==> src/rtl/lidt_pkg.sv <==
`timescale 1ns / 1ps
// ----------------------------------------------------------------------------
// lidt_pkg
// Shared constants, types and helpers for the leg torque pipeline.
// ----------------------------------------------------------------------------
package lidt_pkg;

    localparam int FRAC_BITS  = 16;
    localparam int SINE_STEPS = 16;
    localparam int ATAN_N     = 24;
    localparam int CORDIC_N   = (SINE_STEPS < ATAN_N) ? SINE_STEPS : ATAN_N;

    localparam logic [33:0] PI_Q30     = 34'd3373259426;
    localparam logic [33:0] PI_FIX     = PI_Q30 >> (30 - FRAC_BITS);
    localparam logic [34:0] TWO_PI_FIX = {PI_FIX, 1'b0};
    localparam logic signed [33:0] CORDIC_X0 = 34'sd652032874;

    // register indexes
    localparam logic [2:0] REG_PGAIN  = 3'd0;
    localparam logic [2:0] REG_VGAIN  = 3'd1;
    localparam logic [2:0] REG_TLIM   = 3'd2;
    localparam logic [2:0] REG_MASS   = 3'd3;
    localparam logic [2:0] REG_GRAV   = 3'd4;
    localparam logic [2:0] REG_LINK   = 3'd5;

    typedef struct packed {
        logic [30:0]        position_gain;
        logic [30:0]        velocity_gain;
        logic [30:0]        torque_limit;
        logic [30:0]        lumped_mass;
        logic signed [31:0] gravity_accel;
        logic [30:0]        link_length;
    } cfg_t;

    function automatic logic signed [33:0] atan_q30(input int i);
        logic signed [33:0] t [ATAN_N];
        t = '{34'sd843314857, 34'sd497837830, 34'sd263043837, 34'sd133525159,
              34'sd67021687, 34'sd33543515, 34'sd16775850, 34'sd8388438,
              34'sd4194283, 34'sd2097149, 34'sd1048576, 34'sd524288,
              34'sd262144, 34'sd131072, 34'sd65536, 34'sd32768,
              34'sd16384, 34'sd8192, 34'sd4096, 34'sd2048,
              34'sd1024, 34'sd512, 34'sd256, 34'sd128};
        return t[i];
    endfunction

    function automatic logic signed [31:0] sat32(input logic signed [65:0] v);
        if (v > 66'sd2147483647)       return 32'sh7fffffff;
        else if (v < -66'sd2147483648) return 32'sh80000000;
        else                           return v[31:0];
    endfunction

endpackage

==> src/rtl/lidt_sine.sv <==
`timescale 1ns / 1ps
// ----------------------------------------------------------------------------
// lidt_sine
// Pipelined sine: range fold then one CORDIC rotation per stage.
// ----------------------------------------------------------------------------
module lidt_sine (
    input  logic                     aclk,
    input  logic                     en,
    input  logic signed [19:0]       angle,
    output logic signed [31:0]       sine
);
    import lidt_pkg::*;

    localparam int NS = CORDIC_N + 1;

    logic signed [33:0] x_reg [NS];
    logic signed [33:0] y_reg [NS];
    logic signed [33:0] z_reg [NS];
    logic signed [33:0] z_next;
    logic signed [35:0] r;
    logic signed [35:0] pi_s;

    // fold into [-pi/2, pi/2]; input is within +/- 8, so a 2pi wrap precedes the pi wrap
    always_comb begin
        pi_s = $signed({2'b00, PI_FIX});
        r = 36'(angle);
        if (r >= $signed({1'b0, TWO_PI_FIX}))       r = r - $signed({1'b0, TWO_PI_FIX});
        if (r <= -$signed({1'b0, TWO_PI_FIX}))      r = r + $signed({1'b0, TWO_PI_FIX});
        if (r > pi_s)                               r = r - $signed({1'b0, TWO_PI_FIX});
        if (r < -pi_s)                              r = r + $signed({1'b0, TWO_PI_FIX});
        if ((r <<< 1) > pi_s)                       r = pi_s - r;
        if ((r <<< 1) < -pi_s)                      r = -pi_s - r;
        z_next = 34'(r <<< (30 - FRAC_BITS));
    end

    always_ff @(posedge aclk) begin
        if (en) begin
            x_reg[0] <= CORDIC_X0;
            y_reg[0] <= '0;
            z_reg[0] <= z_next;
        end
    end

    for (genvar i = 0; i < CORDIC_N; i++) begin : g_rot
        always_ff @(posedge aclk) begin
            if (en) begin
                if (z_reg[i] >= 0) begin
                    x_reg[i+1] <= x_reg[i] - (y_reg[i] >>> i);
                    y_reg[i+1] <= y_reg[i] + (x_reg[i] >>> i);
                    z_reg[i+1] <= z_reg[i] - atan_q30(i);
                end else begin
                    x_reg[i+1] <= x_reg[i] + (y_reg[i] >>> i);
                    y_reg[i+1] <= y_reg[i] - (x_reg[i] >>> i);
                    z_reg[i+1] <= z_reg[i] + atan_q30(i);
                end
            end
        end
    end

    assign sine = 32'(y_reg[NS-1] >>> (30 - FRAC_BITS));
endmodule

==> config.mk <==
export PLATFORM = sky130hd
export DESIGN_NAME = lidt_sine
export DESIGN_NICKNAME = d
export VERILOG_FILES = /design/src/rtl/lidt_pkg.sv /design/src/rtl/lidt_sine.sv
export SDC_FILE = /design/constraint.sdc
export NUM_CORES = 2
export LEC_CHECK = 0
export BUFFER_PORTS_ARGS = -buffer_cell sky130_fd_sc_hd__buf_4
export CORE_MARGIN = 4
export CORE_UTILIZATION = 59
export DETAILED_ROUTE_END_ITERATION = 10
export PLACE_DENSITY_LB_ADDON = 0.3
export SYNTH_ARGS = -nofsm -noshare
export SYNTH_HDL_FRONTEND = slang
export SYNTH_SLANG_ARGS = --single-unit
==> constraint.sdc <==
create_clock -name aclk -period 9.8 [get_ports aclk]
set_input_delay 1.47 -clock aclk [delete_from_list [all_inputs] [get_ports aclk]]
set_output_delay 1.47 -clock aclk [all_outputs]
set_load 0.03 [all_outputs]
==> flow_summary.toml <==
[run_status]
outcome = "finished, final reports clean"

[clock_network]
cts_buffers = 152
clkSinkCount = 1325
clkTransAtPathRegs_ns = 0.06
clk_latency_ns = 0.81
cts_buffer_depth = 3
cts-root-buf = "clkbuf_16"
hold_buffers = 0
cts_tree = "yes"
htreeDepth = 4

[critical_path]
slowest_stage = "or4_4"
slowest_delay_ns = 0.55
cp_top_family = "simple AND/OR/NAND/NOR gates"
crit_top_cell = "buf_4"
critPathRequiredTime_ns = 10.36
path_buf_inv = 5
critPathKind = "primary input to flip-flop"
rrSetupSlack_ns = 1.89
worstPathArrival_ns = 9.85
r2r_cells = 30
timing.rr.start = "x_reg[2][28]"
cp_num_cells = 38
r2r-end = "y_reg[3][32]"
start_kind = "primary input"
crit_path_max_fanout = 8
cp-end-kind = "flip-flop"

[synth]
avgSynthCellArea_um2 = 9.530
yosysUniqueCellTypes = 121
yosysWarnings = 0
synth_edf_count = 1325
synthArstFlopShare_pct = 0
syn_inst = 11588
syn-num-nets = 12943
ys_seq_area_share_pct = 36.03
syn_area_mm2 = 0.1104
synth_flop_cell = "edfxtp_1"
ys_ff_latch = 1325

[global_routing]
grt_pass1_vias = 87610
grt.total_usage_pct = 29.30
antenna_found_initial = 0
grt_max_degree = 181
grt-ovfl-total = 0
grt_first_pass_wirelength_um = 456600

[drt]
ant_nets = 0
wirelength_um = 288200
drt-wirelength-per-cell_um = 19.66
drtPass1Iterations = 8
vias = 87325
drt-met1-wl_um = 112900
wl_met3_um = 10460
drc = 0
dr.first_iter.drc_count = 5441
wl_met2_um = 146200
routed.top_layer = "met4"
routed_via_density = 5.958

[finish]
final_nets = 13406
area_growth_pct = 10.43
drive_gt1_share_pct = 8.057
fin_cells = 14656
largest_reg_flops = 497

[floorplanning]
dieArea_mm2 = 0.1942
start_util_pct = 59.43
ios = 54
core_mm2 = 0.1858
row_count = 158
die_y_um = 440.6
die_x_um = 440.6

[placed_design]
dp_hpwl_um = 230500
dp.cells = 14375
portBuffers = 53
globalplace.congestion = 1.004

[timing]
fmax_mhz = 107.6
fin_crit_ns = 9.296
worst_pin_slew_ns = 1.138
setup_viol = 0
hold_violations = 0
slew_headroom_pct = 23.70
period_share_pct = 94.86
drv_slew = 0
skew_ns = 0.04703

[run]
drv_cap = 0

[min_path]
holdCritPathClass = "flip-flop to flip-flop"
hold_end = "z_reg[11][17]"
min_delay_path_depth = 0
hp-start = "z_reg[10][17]"
[logic make-up (layout without fill, tap and decap cells)]
| family | count (synthesis) | count (layout) | share of synthesized area, % |
|---|---|---|---|
| AO/OA/AOI/OAI | 3049 | 3049 | 17.55 |
| XOR/XNOR | 1664 | 1664 | 13.22 |
| flip-flops | 1325 | 1325 | 36.03 |
| other | 0 | 1 | 0 |
| multiplexers | 127 | 127 | 1.219 |
| buffers and inverters | 1035 | 1622 | 3.613 |
| AND/OR/NAND/NOR | 3055 | 3055 | 12.99 |
| adder cells (fa/ha/maj) | 1333 | 1333 | 15.38 |
[synth_stat cells (all sizes together), types with 69 or more instances]
| cell type | number | share of area, % |
|---|---|---|
| a21oi | 1016 | 4.6 |
| o31ai | 97 | 0.67 |
| nand2b | 125 | 0.71 |
| and2 | 74 | 0.42 |
| xor2 | 487 | 3.9 |
| o21a | 99 | 0.67 |
| a21o | 189 | 1.3 |
| nor3 | 379 | 1.7 |
| nand3 | 164 | 0.75 |
| inv | 828 | 2.8 |
| xnor2 | 1177 | 9.3 |
| nor4 | 70 | 0.43 |
| o21bai | 318 | 2.2 |
| a21boi | 177 | 1.2 |
| nor2 | 1085 | 3.7 |
| and3 | 69 | 0.39 |
| or3 | 101 | 0.59 |
| o21ai | 646 | 2.9 |
| edfxtp | 1325 | 36 |
| nand2 | 665 | 2.3 |
| nor2b | 119 | 0.67 |
| clkbuf | 132 | 0.45 |
| a211oi | 74 | 0.56 |
| ha | 1292 | 15 |
[repair_timing]
item	in CTS	in global routing
resized for setup	0	11
endpoints found under the setup margin	0	19
buffers inserted	0	2
[how the worst max path moves through the flow]
| stage | startpoint | to | slack [ns] |
|---|---|---|---|
| after floorplan | angle[9] | z_reg[0][19] | 0.02 |
| after global placement | angle[7] | z_reg[0][28] | -0.61 |
| after detailed placement | angle[7] | z_reg[0][28] | -0.65 |
| after CTS | angle[7] | z_reg[0][28] | 0.22 |
| after global routing | angle[7] | z_reg[0][28] | -0.02 |
| final | angle[7] | z_reg[0][28] | 0.50 |
[metal layers]
metal | vias to the layer above | GRT usage [%]
li1 | 42960 | -
met4 | 0 | 16.95
met5 | - | 0
met2 | 2207 | 53.78
met1 | 41292 | 32.58
met3 | 866 | 3.501
[area by class of cell]
| type | instances | area [µm²] |
|---|---|---|
| well taps | 2480 | 3103 |
| repair buffers | 508 | 3909 |
| fillers | 14532 | 63880 |
| inverters | 836 | 3138 |
| clock inverters | 101 | 1291 |
| diodes | 1 | 2.502 |
| flip-flops and latches | 1325 | 39790 |
| multi-input cells | 9228 | 66760 |
| clock buffers | 177 | 3961 |
[per-stage QoR]
stage          utilization (%)  instance area [µm²]  TNS [ns]  hold WS (ns)  worst slack (ns)
3_5_place_dp             62.76               116600    -9.714        0.4045           -0.6476
3_3_place_gp             62.76               116600    -9.316        0.4021           -0.6085
5_1_grt                  65.63               122000  -0.01833        0.4218          -0.01833
2_1_floorplan                -               110500         0        0.4003           0.01567
6_report                 65.63               122000         0        0.4152            0.5037
4_1_cts                  65.59               121900         0        0.4168            0.2176
[layout by cell type, fill, tap and decap left out, types with 39 or more instances in the layout]
cell,n
o21bai_1,318
nand2b_1,125
xnor2_1,1175
nor2_1,1082
nand3_1,163
nor4_1,66
inv_1,826
a21o_1,189
or2_2,53
mux2_2,59
fa_1,41
ha_1,1290
nor3_1,379
a31oi_1,57
a21boi_0,175
o41ai_1,57
o31ai_1,94
a21oi_1,1012
o21a_1,99
o211ai_1,39
mux2i_1,65
and2_1,71
buf_4,501
xor2_1,485
and3_1,69
nor2b_1,119
clkbuf_16,155
edfxtp_1,1325
nand2_1,662
a211oi_1,64
or3_1,98
o21ai_0,636
Power is left out: the tool's default activity adds up to more than one toggle a clock period on the data nets, which glitch-free logic cannot reach.
